[src/sstod_pkg.sv]
package sstod_pkg;

  // Depth of the command queue between front and back.
  localparam int unsigned CMD_DEPTH = 2;

  // Characters per HH:MM:SS string.
  localparam int unsigned RX_LEN = 8;
  localparam logic [2:0] RX_LAST = 3'(RX_LEN - 1);

  localparam logic [7:0] CHAR_ZERO  = 8'h30;
  localparam logic [7:0] CHAR_NINE  = 8'h39;
  localparam logic [7:0] CHAR_COLON = 8'h3A;

  localparam logic [0:0] OP_TICK = 1'b0;
  localparam logic [0:0] OP_CHAR = 1'b1;

  localparam logic [1:0] STAT_TIME    = 2'd0;
  localparam logic [1:0] STAT_SET_OK  = 2'd1;
  localparam logic [1:0] STAT_SET_BAD = 2'd2;

  typedef enum logic [1:0] {
    CMD_TICK,
    CMD_SET_OK,
    CMD_SET_BAD
  } cmd_e;

  typedef enum logic [0:0] {
    ST_IDLE,
    ST_EMIT
  } back_st_e;

  // Time of day kept as BCD digits.
  typedef struct packed {
    logic [1:0] h_tens;
    logic [3:0] h_ones;
    logic [2:0] m_tens;
    logic [3:0] m_ones;
    logic [2:0] s_tens;
    logic [3:0] s_ones;
  } tod_t;

  typedef struct packed {
    cmd_e kind;
    tod_t tod;
  } cmd_t;

  function automatic logic is_digit(input logic [7:0] c);
    return (c >= CHAR_ZERO) && (c <= CHAR_NINE);
  endfunction

  // Advance one second with wraps at 60, 60 and 24.
  function automatic tod_t tod_incr(input tod_t t);
    tod_t r;
    r = t;
    if (t.s_ones != 4'd9) begin
      r.s_ones = t.s_ones + 4'd1;
    end else begin
      r.s_ones = 4'd0;
      if (t.s_tens != 3'd5) begin
        r.s_tens = t.s_tens + 3'd1;
      end else begin
        r.s_tens = 3'd0;
        if (t.m_ones != 4'd9) begin
          r.m_ones = t.m_ones + 4'd1;
        end else begin
          r.m_ones = 4'd0;
          if (t.m_tens != 3'd5) begin
            r.m_tens = t.m_tens + 3'd1;
          end else begin
            r.m_tens = 3'd0;
            if (t.h_tens == 2'd2 && t.h_ones == 4'd3) begin
              r.h_tens = 2'd0;
              r.h_ones = 4'd0;
            end else if (t.h_ones == 4'd9) begin
              r.h_tens = t.h_tens + 2'd1;
              r.h_ones = 4'd0;
            end else begin
              r.h_ones = t.h_ones + 4'd1;
            end
          end
        end
      end
    end
    return r;
  endfunction

  // ASCII character at a position of HH:MM:SS.
  function automatic logic [7:0] tod_char(input tod_t t, input logic [2:0] idx);
    logic [7:0] c;
    case (idx)
      3'd0: c = CHAR_ZERO + {6'd0, t.h_tens};
      3'd1: c = CHAR_ZERO + {4'd0, t.h_ones};
      3'd3: c = CHAR_ZERO + {5'd0, t.m_tens};
      3'd4: c = CHAR_ZERO + {4'd0, t.m_ones};
      3'd6: c = CHAR_ZERO + {5'd0, t.s_tens};
      3'd7: c = CHAR_ZERO + {4'd0, t.s_ones};
      default: c = CHAR_COLON;
    endcase
    return c;
  endfunction

endpackage

[src/sstod_cmdq.sv]
module sstod_cmdq #(
  parameter int unsigned Depth = sstod_pkg::CMD_DEPTH
) (
  input  logic              clk_i,
  input  logic              rst_ni,
  input  logic              push_i,
  input  sstod_pkg::cmd_t   wdata_i,
  output logic              full_o,
  input  logic              pop_i,
  output sstod_pkg::cmd_t   rdata_o,
  output logic              empty_o
);
  import sstod_pkg::*;

  localparam int unsigned PtrW = (Depth > 1) ? $clog2(Depth) : 1;
  localparam int unsigned CntW = $clog2(Depth + 1);

  cmd_t            mem_q [Depth];
  logic [PtrW-1:0] wr_ptr_q, wr_ptr_d;
  logic [PtrW-1:0] rd_ptr_q, rd_ptr_d;
  logic [CntW-1:0] count_q, count_d;
  logic            do_push, do_pop;

  assign full_o  = (count_q == CntW'(Depth));
  assign empty_o = (count_q == '0);
  assign rdata_o = mem_q[rd_ptr_q];
  assign do_push = push_i && !full_o;
  assign do_pop  = pop_i && !empty_o;

  always_comb begin
    wr_ptr_d = wr_ptr_q;
    rd_ptr_d = rd_ptr_q;
    count_d  = count_q;
    if (do_push) begin
      wr_ptr_d = (wr_ptr_q == PtrW'(Depth - 1)) ? '0 : wr_ptr_q + 1'b1;
    end
    if (do_pop) begin
      rd_ptr_d = (rd_ptr_q == PtrW'(Depth - 1)) ? '0 : rd_ptr_q + 1'b1;
    end
    if (do_push && !do_pop) begin
      count_d = count_q + 1'b1;
    end else if (do_pop && !do_push) begin
      count_d = count_q - 1'b1;
    end
  end

  always_ff @(posedge clk_i or negedge rst_ni) begin
    if (!rst_ni) begin
      wr_ptr_q <= '0;
      rd_ptr_q <= '0;
      count_q  <= '0;
    end else begin
      wr_ptr_q <= wr_ptr_d;
      rd_ptr_q <= rd_ptr_d;
      count_q  <= count_d;
    end
  end

  always_ff @(posedge clk_i) begin
    if (do_push) begin
      mem_q[wr_ptr_q] <= wdata_i;
    end
  end

endmodule

[src/sstod_front.sv]
module sstod_front (
  input  logic              clk_i,
  input  logic              rst_ni,
  input  logic              accept_i,
  input  logic              opcode_i,
  input  logic [7:0]        rx_char_i,
  output logic              cmd_push_o,
  output sstod_pkg::cmd_t   cmd_o
);
  import sstod_pkg::*;

  // First seven characters of the set string; the eighth arrives live.
  logic [7:0] rx_store_q [RX_LEN-1];
  logic [2:0] rx_count_q, rx_count_d;
  logic       running_q, running_d;
  logic [7:0] c [RX_LEN];
  logic       digits_ok, range_ok, set_ok, is_last;

  always_comb begin
    for (int i = 0; i < int'(RX_LEN) - 1; i++) begin
      c[i] = rx_store_q[i];
    end
    c[RX_LEN-1] = rx_char_i;
  end

  assign digits_ok = is_digit(c[0]) && is_digit(c[1]) && is_digit(c[3]) &&
                     is_digit(c[4]) && is_digit(c[6]) && is_digit(c[7]);
  assign range_ok  = ((c[0][3:0] < 4'd2) || ((c[0][3:0] == 4'd2) && (c[1][3:0] < 4'd4))) &&
                     (c[3][3:0] < 4'd6) && (c[6][3:0] < 4'd6);
  assign set_ok    = digits_ok && range_ok;
  assign is_last   = (rx_count_q == RX_LAST);

  always_comb begin
    cmd_push_o     = 1'b0;
    cmd_o.kind     = CMD_TICK;
    cmd_o.tod      = '{h_tens: c[0][1:0], h_ones: c[1][3:0], m_tens: c[3][2:0],
                       m_ones: c[4][3:0], s_tens: c[6][2:0], s_ones: c[7][3:0]};
    rx_count_d     = rx_count_q;
    running_d      = running_q;
    if (accept_i) begin
      if (opcode_i == OP_CHAR) begin
        if (is_last) begin
          rx_count_d = '0;
          cmd_push_o = 1'b1;
          cmd_o.kind = set_ok ? CMD_SET_OK : CMD_SET_BAD;
          if (set_ok) begin
            running_d = 1'b1;
          end
        end else begin
          rx_count_d = rx_count_q + 3'd1;
        end
      end else if (running_q) begin
        cmd_push_o = 1'b1;
      end
    end
  end

  always_ff @(posedge clk_i or negedge rst_ni) begin
    if (!rst_ni) begin
      rx_count_q <= '0;
      running_q  <= 1'b0;
    end else begin
      rx_count_q <= rx_count_d;
      running_q  <= running_d;
    end
  end

  always_ff @(posedge clk_i) begin
    if (accept_i && (opcode_i == OP_CHAR) && !is_last) begin
      rx_store_q[rx_count_q] <= rx_char_i;
    end
  end

endmodule

[src/sstod_back.sv]
module sstod_back (
  input  logic              clk_i,
  input  logic              rst_ni,
  input  sstod_pkg::cmd_t   cmd_i,
  input  logic              cmd_empty_i,
  output logic              cmd_pop_o,
  input  logic              pop_i,
  output logic              empty_o,
  output logic [7:0]        out_char_o,
  output logic              last_of_run_o,
  output logic [1:0]        status_o
);
  import sstod_pkg::*;

  back_st_e   state_q, state_d;
  tod_t       tod_q, tod_d;
  logic [2:0] idx_q, idx_d;
  logic       out_valid_q, out_valid_d;
  logic [7:0] out_char_q, out_char_d;
  logic       out_last_q, out_last_d;
  logic [1:0] out_status_q, out_status_d;
  logic       out_free, out_load, take_cmd;

  assign out_free = !out_valid_q || pop_i;
  assign take_cmd = (state_q == ST_IDLE) && !cmd_empty_i && out_free;

  // Next state.
  always_comb begin
    state_d = state_q;
    case (state_q)
      ST_IDLE: begin
        if (take_cmd && (cmd_i.kind == CMD_TICK)) begin
          state_d = ST_EMIT;
        end
      end
      ST_EMIT: begin
        if (out_free && (idx_q == RX_LAST)) begin
          state_d = ST_IDLE;
        end
      end
      default: state_d = ST_IDLE;
    endcase
  end

  // Datapath and outputs.
  always_comb begin
    cmd_pop_o    = 1'b0;
    out_load     = 1'b0;
    tod_d        = tod_q;
    idx_d        = idx_q;
    out_char_d   = out_char_q;
    out_last_d   = out_last_q;
    out_status_d = out_status_q;
    case (state_q)
      ST_IDLE: begin
        if (take_cmd) begin
          cmd_pop_o = 1'b1;
          out_load  = 1'b1;
          case (cmd_i.kind)
            CMD_TICK: begin
              tod_d        = tod_incr(tod_q);
              out_char_d   = tod_char(tod_d, 3'd0);
              out_last_d   = 1'b0;
              out_status_d = STAT_TIME;
              idx_d        = 3'd1;
            end
            CMD_SET_OK: begin
              tod_d        = cmd_i.tod;
              out_char_d   = '0;
              out_last_d   = 1'b1;
              out_status_d = STAT_SET_OK;
            end
            default: begin
              out_char_d   = '0;
              out_last_d   = 1'b1;
              out_status_d = STAT_SET_BAD;
            end
          endcase
        end
      end
      ST_EMIT: begin
        if (out_free) begin
          out_load     = 1'b1;
          out_char_d   = tod_char(tod_q, idx_q);
          out_last_d   = (idx_q == RX_LAST);
          out_status_d = STAT_TIME;
          idx_d        = idx_q + 3'd1;
        end
      end
      default: ;
    endcase
    out_valid_d = out_load ? 1'b1 : (pop_i ? 1'b0 : out_valid_q);
  end

  always_ff @(posedge clk_i or negedge rst_ni) begin
    if (!rst_ni) begin
      state_q     <= ST_IDLE;
      tod_q       <= '0;
      idx_q       <= '0;
      out_valid_q <= 1'b0;
    end else begin
      state_q     <= state_d;
      tod_q       <= tod_d;
      idx_q       <= idx_d;
      out_valid_q <= out_valid_d;
    end
  end

  always_ff @(posedge clk_i) begin
    if (out_load) begin
      out_char_q   <= out_char_d;
      out_last_q   <= out_last_d;
      out_status_q <= out_status_d;
    end
  end

  assign empty_o       = !out_valid_q;
  assign out_char_o    = out_char_q;
  assign last_of_run_o = out_last_q;
  assign status_o      = out_status_q;

endmodule

[src/serial_set_time_of_day_clock.sv]
// A result shows at the edge where its command leaves the command queue. Each command is
// written to the queue on transfer in and waits there until the back end can take it.
// Input: one transfer per cycle while the command queue has room. The back end is held by
// a running tick for its eight characters (one character per cycle while the result side
// pops) and by a set string for its one status, all through the single output register.
// Reset: asynchronous, active low; clears the time to 00:00:00, stops the clock, empties
// the queue and the output register. Stored set characters are not cleared.
module serial_set_time_of_day_clock #(
  parameter int unsigned CmdDepth = sstod_pkg::CMD_DEPTH
) (
  input  logic       clk_i,
  input  logic       rst_ni,
  input  logic       push,
  output logic       full,
  input  logic       opcode_i,
  input  logic [7:0] rx_char_i,
  output logic       empty,
  input  logic       pop,
  output logic [7:0] out_char_o,
  output logic       last_of_run_o,
  output logic [1:0] status_o
);
  import sstod_pkg::*;

  logic accept;
  logic cmd_push, cmd_full, cmd_pop, cmd_empty;
  cmd_t cmd_in, cmd_out;
  logic res_empty;

  // Transfer in whenever the command queue has a free slot; characters that
  // only fill the set buffer are gated by the same condition to keep full simple.
  assign full   = cmd_full;
  assign accept = push && !cmd_full;

  // Front end: collect set characters, validate the string, drop ticks while stopped.
  sstod_front u_front (
    .clk_i      (clk_i),
    .rst_ni     (rst_ni),
    .accept_i   (accept),
    .opcode_i   (opcode_i),
    .rx_char_i  (rx_char_i),
    .cmd_push_o (cmd_push),
    .cmd_o      (cmd_in)
  );

  // Command queue decouples classification from character output.
  sstod_cmdq #(
    .Depth (CmdDepth)
  ) u_cmdq (
    .clk_i   (clk_i),
    .rst_ni  (rst_ni),
    .push_i  (cmd_push),
    .wdata_i (cmd_in),
    .full_o  (cmd_full),
    .pop_i   (cmd_pop),
    .rdata_o (cmd_out),
    .empty_o (cmd_empty)
  );

  // Back end: hold the time, advance it on ticks, emit HH:MM:SS or a set status.
  sstod_back u_back (
    .clk_i         (clk_i),
    .rst_ni        (rst_ni),
    .cmd_i         (cmd_out),
    .cmd_empty_i   (cmd_empty),
    .cmd_pop_o     (cmd_pop),
    .pop_i         (pop && !res_empty),
    .empty_o       (res_empty),
    .out_char_o    (out_char_o),
    .last_of_run_o (last_of_run_o),
    .status_o      (status_o)
  );

  assign empty = res_empty;

endmodule

[config.mk]
export PLATFORM = sky130hd
export DESIGN_NAME = serial_set_time_of_day_clock
export DESIGN_NICKNAME = d
export VERILOG_FILES = /design/src/sstod_pkg.sv /design/src/sstod_cmdq.sv /design/src/sstod_front.sv /design/src/sstod_back.sv /design/src/serial_set_time_of_day_clock.sv
export SDC_FILE = /design/constraint.sdc
export NUM_CORES = 1
export LEC_CHECK = 0
export BUFFER_PORTS_ARGS = -buffer_cell sky130_fd_sc_hd__buf_2
export CAP_MARGIN = 20
export CORE_ASPECT_RATIO = 0.5
export CORE_MARGIN = 1.5
export CORE_UTILIZATION = 66
export CTS_BUF_LIST = sky130_fd_sc_hd__clkbuf_8
export DETAILED_ROUTE_END_ITERATION = 12
export GPL_ROUTABILITY_DRIVEN = 0
export PLACE_DENSITY = 0.9
export SYNTH_ARGS = -nofsm -noshare
export SYNTH_HDL_FRONTEND = slang
export SYNTH_SLANG_ARGS = --single-unit
[constraint.sdc]
create_clock -name clk_i -period 6.2 [get_ports clk_i]
set_input_delay 1.24 -clock clk_i [delete_from_list [all_inputs] [get_ports clk_i]]
set_output_delay 1.24 -clock clk_i [all_outputs]
set_load 0.01 [all_outputs]
==> results.env, run 1 <==
FLOORPLAN.INITIALDENSITY=0.698
INSTANCE_COUNT_AFTER_PLACEMENT_WITH_TAP_CELLS_INCLUDED=553
SYNTH-SEQ-AREA-SHARE=0.625
DIE_WIDTH_UM=135
MAPPEDNETLISTAREA_MM2=0.00574
HOLDPATHEND='u_cmdq.mem_q[0][14]$_DFFE_PP_'
ACHIEVABLE-FREQUENCY_MHz=355
GRT_FIRST_PASS_WIRELENGTH_MM=18.5
TIMING_WORST_SLEW_PIN_VALUE_NS=1.00
CRITPATHREQUIREDTIME_NS=6.26
SKEW_NS=0.0134
GRT_REMAINING_OVERFLOW=0
FINISH.NET_COUNT=488
NUM_IO_PINS=26
NETLIST.TOP_CELL.BY_AREA='sky130_fd_sc_hd__edfxtp_1'
TRITONCTS='yes'
CTS_HOLD_BUFFERS=0
VDD.IR_DROP.WORST_mV=0.225
NUM_VIAS=3863
NUMBER_OF_GLOBAL_ROUTE_VIAS_BEFORE_REPAIR=3478
TRITONCTS.NUM_BUFFERS=17
CLOCKROOTBUFFER='sky130_fd_sc_hd__clkbuf_8'
PORT-BUFFER-COUNT=23
POST-ROUTE-MIN-PERIOD_NS=2.82
TIMING.RR.END='u_front.rx_store_q[0][4]$_DFFE_PP_'
HOLD-WORST-SLACK_NS=0.449
CLOCK_INSERTION_DELAY_WORST_SKEW_NS=0.44
POWER_DENSITY_OVER_CELL_AREA_mW_PER_MM2=416
OUTCOME='completed'
TOTALWIRELENGTH_MM=12.0
SYNTH_LARGEST_TYPE_AREA_FRACTION=0.481
CTS_MAX_LEVEL=4
DRTPASS1ITERATIONS=5
AREA_TAKEN_BY_MULTI_INPUT_LOGIC_GATES_MM2=0.00198
CAP_VIOLATIONS=0
STATIC_LEAKAGE_nW=2.36
TRITONCTS_NUM_SINKS=125
P_SEQ_FRAC=0.469
CRITICAL_PATH_PEAK_FANOUT=9
AREA.GROWTH.SYNTH_TO_FINAL_PCT=10.6
SYNTH_ENABLE_FLOP_CELLS=92
FINAL_CORE_UTIL=0.772
RR_STARTPOINT='u_cmdq.count_q[0]$_DFFE_PN0P_'
COMB_POWER_SHARE=0.253
CELLINTERNALPOWER_W=0.00175
MAXIMUM_NUMBER_OF_BUFFERS_FROM_CLOCK_ROOT_TO_SINK=2
SYNTHESIS.YOSYS.WARNINGS=0
POWER_SPENT_CHARGING_AND_DISCHARGING_NETS_W=0.000894
SYN_AVG_CELL_AREA_UM2=13.3
DRT-WIRELENGTH-PER-CELL_UM=20.5
NETLIST_INSTANCES=431
DIE_HEIGHT_UM=69.0
MAXSLEWVIOLCOUNT=0
INITIAL_ANTENNA_VIOLATION_COUNT=0
POWER.SWITCHING_FRACTION=0.339
POWER_FRAC_CLOCK=0.278
WORST_SETUP_HOLD_PATH_CLK_SLEW_NS=0.07
CTS_RESIZED=0
DRC=0
CRITPATHKIND='in -> reg'
SYNTHTOPCELLSBYAREA='sky130_fd_sc_hd__edfxtp_1 48%, sky130_fd_sc_hd__dfrtp_1 14%, sky130_fd_sc_hd__ha_1 3.1%'
NUM_ANTENNA_CELLS=0
CRITICAL_PATH_ARRIVAL_NS=2.88
POST_DRT_VIA_CELL_RATIO=6.59
DETAIL-ROUTE-ANTENNA-NETS=0
WORSTHOLDSTART='u_front.rx_store_q[1][0]$_DFFE_PP_'
FINAL_CELL_MIX='92 x sky130_fd_sc_hd__edfxtp_1, 33 x sky130_fd_sc_hd__dfrtp_1, 28 x sky130_fd_sc_hd__nand2_1'
SEQCELLAREA_MM2=0.00359
LEADING_CELL_TYPE_IN_THE_LAYOUT_FILL_AND_TAPS_EXCLUDED='sky130_fd_sc_hd__edfxtp_1'
DP_HPWL_MM=7.71
DRT-INITIAL-DRC-COUNT=421
SYNTH.DISTINCT_CELLS=70
FINALHOLDVIOLATIONS=0
FILL_CELLS=453
YS_FF_LATCH=125
MAX_SLEW_MARGIN=0.327
TIMING.CRITICAL_PATH.FROM_TYPE='input port'
CP-END-KIND='register'
GROUTE.USAGE.OVERALL=0.280
POST-CTS-SETUP-BUFFERS=0
SETUP_VIOL_COUNT_FINAL=0
INSTANCES_NO_FILL=586
FINAL_MIN_PERIOD_OVER_CLOCK_PERIOD=0.455
PLACEMENT_ROWS=23
ASYNCSETRESETFLOPFRACSYNTH=0.264
GRT_MAX_DEGREE=34
R2R.WORST_PATH.CELLS=4
DRIVE_ABOVE_1_SHARE=0.171
RSZ_0062_RAISED_AFTER_GLOBAL_ROUTING='false'
SYNTH_FLOP_TYPE='sky130_fd_sc_hd__edfxtp_1'
R2R_SETUP_SLACK_NS=3.54
TIMING.HOLD.WORST.CLASS='reg -> reg'
FINALSETUPTNS_NS=0
FP.DIEAREA_MM2=0.00930
CORE_REGION_AREA_MM2=0.00823
MIN_DELAY_PATH_DEPTH=0
## critical path, stage by stage
cell and delay, ns:
sky130_fd_sc_hd__buf_2 0.13, sky130_fd_sc_hd__nand3_1 0.27, sky130_fd_sc_hd__or3_1 0.46, sky130_fd_sc_hd__nor3_1 0.78
## power groups by stage
| stage | Sequential [W] | Combinational [W] | Clock [W] |
|---|---|---|---|
| 3_3_place_gp | 0.00124 | 0.000618 | 0 |
| 3_5_place_dp | 0.00124 | 0.000643 | 0 |
| 6_report | 0.00124 | 0.000668 | 0.000734 |
| 5_1_grt | 0.00126 | 0.000735 | 0.000772 |
| 2_1_floorplan | 0.00119 | 0.000519 | 0 |
| 4_1_cts | 0.00123 | 0.000659 | 0.000736 |
## cell usage after synthesis, types with 6 or more instances
| master | n |
|---|---|
| sky130_fd_sc_hd__nand3_1 | 8 |
| sky130_fd_sc_hd__inv_1 | 20 |
| sky130_fd_sc_hd__nor2_1 | 19 |
| sky130_fd_sc_hd__ha_1 | 14 |
| sky130_fd_sc_hd__nor3_1 | 6 |
| sky130_fd_sc_hd__nor2b_1 | 7 |
| sky130_fd_sc_hd__edfxtp_1 | 92 |
| sky130_fd_sc_hd__a21oi_1 | 13 |
| sky130_fd_sc_hd__mux2_2 | 10 |
| sky130_fd_sc_hd__nand2_1 | 28 |
| sky130_fd_sc_hd__o21ai_0 | 25 |
| sky130_fd_sc_hd__mux2i_1 | 13 |
| sky130_fd_sc_hd__o22ai_1 | 6 |
| sky130_fd_sc_hd__buf_2 | 8 |
| sky130_fd_sc_hd__dfrtp_1 | 33 |
## worst max-delay path by stage
stage / startpoint / to / slack (ns) / cells after the start
floorplan: opcode_i / u_cmdq.mem_q[0][0]$_DFFE_PP_ / 2.87 / 2
global placement: opcode_i / u_front.rx_store_q[4][0]$_DFFE_PP_ / 2.97 / 4
detailed placement: opcode_i / u_front.rx_store_q[4][3]$_DFFE_PP_ / 2.85 / 4
CTS: opcode_i / u_front.rx_store_q[4][0]$_DFFE_PP_ / 3.27 / 4
global route: opcode_i / u_front.rx_store_q[0][4]$_DFFE_PP_ / 3.25 / 4
finish: opcode_i / u_front.rx_store_q[0][4]$_DFFE_PP_ / 3.38 / 4
## stage by stage
step | area, um2 | total power, W | worst slack, ns
after global routing | 6350 | 0.00276 | 3.25
after detailed placement | 5930 | 0.00188 | 2.85
after global placement | 5930 | 0.00185 | 2.97
final | 6350 | 0.00264 | 3.38
after floorplan | 5750 | 0.00171 | 2.87
after CTS | 6350 | 0.00263 | 3.27
## logic make-up (layout without fill, tap and decap cells)
group / Yosys count / after routing / synth area share
compound gates: 100 / 100 / 0.123
flops: 125 / 125 / 0.625
simple gates: 120 / 120 / 0.130
mux: 26 / 26 / 0.0488
xor+xnor: 7 / 7 / 0.0107
other cells: 1 / 2 / 0.000653
fa+ha+maj: 14 / 14 / 0.0305
buf+inv: 38 / 80 / 0.0314
## routing by layer
layer,vias up,share of wire,GRT usage
li1,1739,-,-
met1,1840,0.41,0.365
met2,252,0.47,0.454
met3,32,0.096,0.0753
met4,0,0.024,0.129
met5,-,0,0
## sequential cells by signal, indices dropped and copies added (netlist names)
| signal | count |
|---|---|
| u_cmdq.count_q | 2 |
| u_front.running_q | 1 |
| u_back.out_valid_q | 1 |
| u_cmdq.mem_q | 44 |
| u_cmdq.wr_ptr_q | 1 |
| u_back.status_o | 2 |
| u_back.tod_q | 20 |
| u_back.last_of_run_o | 1 |
| u_back.idx_q | 3 |
| u_back.state_q | 1 |
| u_back.out_char_o | 5 |
| u_cmdq.rd_ptr_q | 1 |
| u_front.rx_store_q | 40 |
| u_front.rx_count_q | 3 |
## cell type report
cell class,instances,area share
clock inverter,14,0.0266
timing repair buffer,28,0.0236
clock buffer,18,0.0390
sequential,125,0.565
tap,112,0.0221
multi-input combinational,269,0.312
inverter,20,0.0118
(Power assumes the default switching activity.)
==> run 2: changes to the inputs <==
--- a/config.mk
+++ b/config.mk
@@ -9,11 +9,11 @@
 export CAP_MARGIN = 20
 export CORE_ASPECT_RATIO = 0.5
 export CORE_MARGIN = 1.5
-export CORE_UTILIZATION = 66
+export CORE_UTILIZATION = 64
 export CTS_BUF_LIST = sky130_fd_sc_hd__clkbuf_8
 export DETAILED_ROUTE_END_ITERATION = 12
 export GPL_ROUTABILITY_DRIVEN = 0
-export PLACE_DENSITY = 0.9
+export PLACE_DENSITY = 0.87
 export SYNTH_ARGS = -nofsm -noshare
 export SYNTH_HDL_FRONTEND = slang
 export SYNTH_SLANG_ARGS = --single-unit
==> constraint.sdc (replaced) <==
create_clock -name clk_i -period 2.9 [get_ports clk_i]
set_input_delay 0.58 -clock clk_i [delete_from_list [all_inputs] [get_ports clk_i]]
set_output_delay 0.58 -clock clk_i [all_outputs]
set_load 0.01 [all_outputs]
==> run 2 against run 1 <==
- register-to-register slack got worse by 3.0 ns
- clock skew fell by 0.0044 ns
- routed wire length rose by 0.50%
- global-route usage fell by 0.34 points
- hold slack got worse by 0.22 ns
- final cell count rose by 1.5%
- critical endpoint is now u_back.tod_q[11]$_DFFE_PN0P_
- largest cell class unchanged
- highest routed layer unchanged
==> results.env, run 2 (synthesized netlist as in run 1, its figures left out) <==
OUTCOME='completed'
DRT-WIRELENGTH-PER-CELL_UM=20.3  # -1.0%
POWER.TOTAL_W=0.00548  # +110%
DP_HPWL_MM=8.14  # +5.6%
SETUP_VIOL_COUNT_FINAL=0  # unchanged
FINALINSTANCEAREA_MM2=0.00635  # about the same
LARGEST_REGISTER_FF_COUNT=44  # unchanged
DIE_WIDTH_UM=137  # +1.5%
TIMING.RR.END='u_back.tod_q[11]$_DFFE_PN0P_'
AREA.GROWTH.SYNTH_TO_FINAL_PCT=10.5  # about the same
CP-END-KIND='register'
CLOCKROOTBUFFER='sky130_fd_sc_hd__clkbuf_8'
GRT_FIRST_PASS_WIRELENGTH_MM=19.5  # +5.9%
GRT_MAX_DEGREE=34  # unchanged
GRT_REMAINING_OVERFLOW=0  # unchanged
FLOORPLAN.INITIALDENSITY=0.659  # -0.0383
DETAIL-ROUTE-ANTENNA-NETS=0  # unchanged
PLACEDINSTANCEAREA_MM2=0.00598  # +0.86%
NUM_VIAS=3856  # -0.18%
POST-ROUTE-MIN-PERIOD_NS=2.36
CTS_RESIZED=0  # unchanged
TIMING.CRITICAL_PATH.SLOWEST_CELL_DELAY_NS=0.70  # -0.08 ns
FINALHOLDVIOLATIONS=0  # unchanged
ACHIEVABLE-FREQUENCY_MHz=424
MAXSLEWVIOLCOUNT=0  # unchanged
NUMBER_OF_GLOBAL_ROUTE_VIAS_BEFORE_REPAIR=3750  # +7.8%
CRITICAL-PATH-TOP-CELL-BY-COUNT='sky130_fd_sc_hd__o31ai_1'
INITIAL_ANTENNA_VIOLATION_COUNT=0  # unchanged
MAXIMUM_NUMBER_OF_BUFFERS_FROM_CLOCK_ROOT_TO_SINK=2  # unchanged
RSZ_0062_RAISED_AFTER_GLOBAL_ROUTING='false'
DIE_HEIGHT_UM=70.0  # +1.5%
TIMING.HOLD.WORST.CLASS='in -> async'
RR_STARTPOINT='u_cmdq.rd_ptr_q$_DFFE_PN0P_'
GROUTE.USAGE.OVERALL=0.277  # -0.00340
SKEW_NS=0.00903  # -0.00437 ns
MAX_SLEW_MARGIN=0.468  # +0.142
POST_DRT_VIA_CELL_RATIO=6.48  # -1.7%
CTS_HOLD_BUFFERS=0  # unchanged
DRIVE_ABOVE_1_SHARE=0.176  # +0.00485
PLACEMENT_ROWS=24  # +4.3%
CRITICAL_PATH_ARRIVAL_NS=2.65  # -0.23 ns
TRITONCTS='yes'
DRTPASS1ITERATIONS=5  # unchanged
HOLD-WORST-SLACK_NS=0.232  # -0.217 ns
CORE_REGION_AREA_MM2=0.00871  # +5.8%
CTS_MAX_LEVEL=4  # unchanged
CRITPATHREQUIREDTIME_NS=3.19  # -3.07 ns
VDD.IR_DROP.WORST_mV=0.547  # +140%
PORT-BUFFER-COUNT=23  # unchanged
TIMING_WORST_SLEW_PIN_VALUE_NS=0.797  # -0.205 ns
TOP_REGISTER='u_cmdq.mem_q'
TOTALWIRELENGTH_MM=12.1  # +0.50%
CP.BUFFERS_INVERTERS=1  # unchanged
WORST_SETUP_HOLD_PATH_CLK_SLEW_NS=0.07  # about the same
LEADING_CELL_TYPE_IN_THE_LAYOUT_FILL_AND_TAPS_EXCLUDED='sky130_fd_sc_hd__edfxtp_1'
TIMING.CRITICAL_PATH.CELLS='buf_4, mux2_4, or4_1, o31ai_1, o31ai_1'
TIMING.CRITICAL_PATH.FROM_TYPE='register'
R2R.WORST_PATH.CELLS=5  # +1
CRITICAL_PATH.TOP_DELAY_FAMILY='simple AND/OR/NAND/NOR gates'
STATIC_LEAKAGE_nW=2.35  # -0.12%
FP.DIEAREA_MM2=0.00958  # +3.0%
NUM_ANTENNA_CELLS=0  # unchanged
FINALSETUPTNS_NS=0  # unchanged
DRC=0  # unchanged
POWER_DENSITY_OVER_CELL_AREA_mW_PER_MM2=863  # +110%
CLOCK_INSERTION_DELAY_WORST_SKEW_NS=0.43  # about the same
FINAL_CELL_MIX='92 x sky130_fd_sc_hd__edfxtp_1, 33 x sky130_fd_sc_hd__dfrtp_1, 28 x sky130_fd_sc_hd__nand2_1'
FINISH.NET_COUNT=493  # +1.0%
R2R_SETUP_SLACK_NS=0.54  # -3.00 ns
CRITICAL_PATH_PEAK_FANOUT=15  # +6
TRITONCTS_NUM_SINKS=125  # unchanged
FILL_CELLS=542  # +20%
FINAL_MIN_PERIOD_OVER_CLOCK_PERIOD=0.813
TRITONCTS.NUM_BUFFERS=17  # unchanged
DRT-INITIAL-DRC-COUNT=429  # +1.9%
POST-CTS-SETUP-BUFFERS=0  # unchanged
CRITICAL-PATH-SLOWEST-CELL='sky130_fd_sc_hd__or4_1'
CAP_VIOLATIONS=0  # unchanged
NUM_IO_PINS=26  # unchanged
CRITPATHKIND='reg -> reg'
LARGEST_REGISTERS='u_cmdq.mem_q (44), u_front.rx_store_q (40), u_back.tod_q (20)'
==> run 2: cell count changes in the layout (fill, tap and decap cells not counted), sizes merged <==
| cell | change |
|---|---|
| buf | +5 |
| clkinvlp | +1 |
| clkinv | +3 |
| clkbuf | -1 |
| bufinv | -1 |
| inv | -3 |
==> run 2: report_power, final <==
part | internal (W) | leakage (nW) | switching, W
combinational | 0.000618 | 0.937 | 0.000800
sequential | 0.00226 | 1.23 | 0.000397
clock | 0.000743 | 0.185 | 0.000664
==> run 2: how the worst max path moves through the flow <==
stage | start | endpoint | cells after the start
floorplan | u_front.rx_count_q[1]$_DFFE_PN0P_ | u_cmdq.mem_q[0][0]$_DFFE_PP_ | 4
global placement | u_cmdq.rd_ptr_q$_DFFE_PN0P_ | u_back.tod_q[11]$_DFFE_PN0P_ | 5
detailed placement | u_cmdq.rd_ptr_q$_DFFE_PN0P_ | u_back.tod_q[11]$_DFFE_PN0P_ | 5
finish | u_cmdq.rd_ptr_q$_DFFE_PN0P_ | u_back.tod_q[11]$_DFFE_PN0P_ | 5
global route | u_cmdq.rd_ptr_q$_DFFE_PN0P_ | u_back.tod_q[11]$_DFFE_PN0P_ | 5
CTS | u_cmdq.rd_ptr_q$_DFFE_PN0P_ | u_back.tod_q[11]$_DFFE_PN0P_ | 5
==> run 2: per-stage QoR <==
stage / cells / utilization / setup WS, ns
after floorplan: 432 / - / 0.00699
after global placement: 564 / 0.687 / 0.730
after detailed placement: 564 / 0.687 / 0.579
after CTS: 595 / 0.729 / 0.534
after global routing: 595 / 0.729 / 0.456
final: 595 / 0.729 / 0.542
==> run 2: cell type report <==
type / count / area (um2) / share of cell area
clock buffer: 17 / 234 / 0.0369
clock inverter: 14 / 130 / 0.0205
timing repair buffer: 33 / 190 / 0.0300
multi-input combinational: 269 / 1980 / 0.312
sequential: 125 / 3590 / 0.565
inverter: 20 / 75.1 / 0.0118
tap: 117 / 146 / 0.0231
==> run 2: metal layers <==
layer,global-route usage,wire length [um]
met1,0.381,5050
met4,0.0854,186
met3,0.0857,983
met5,0,0
met2,0.427,5840
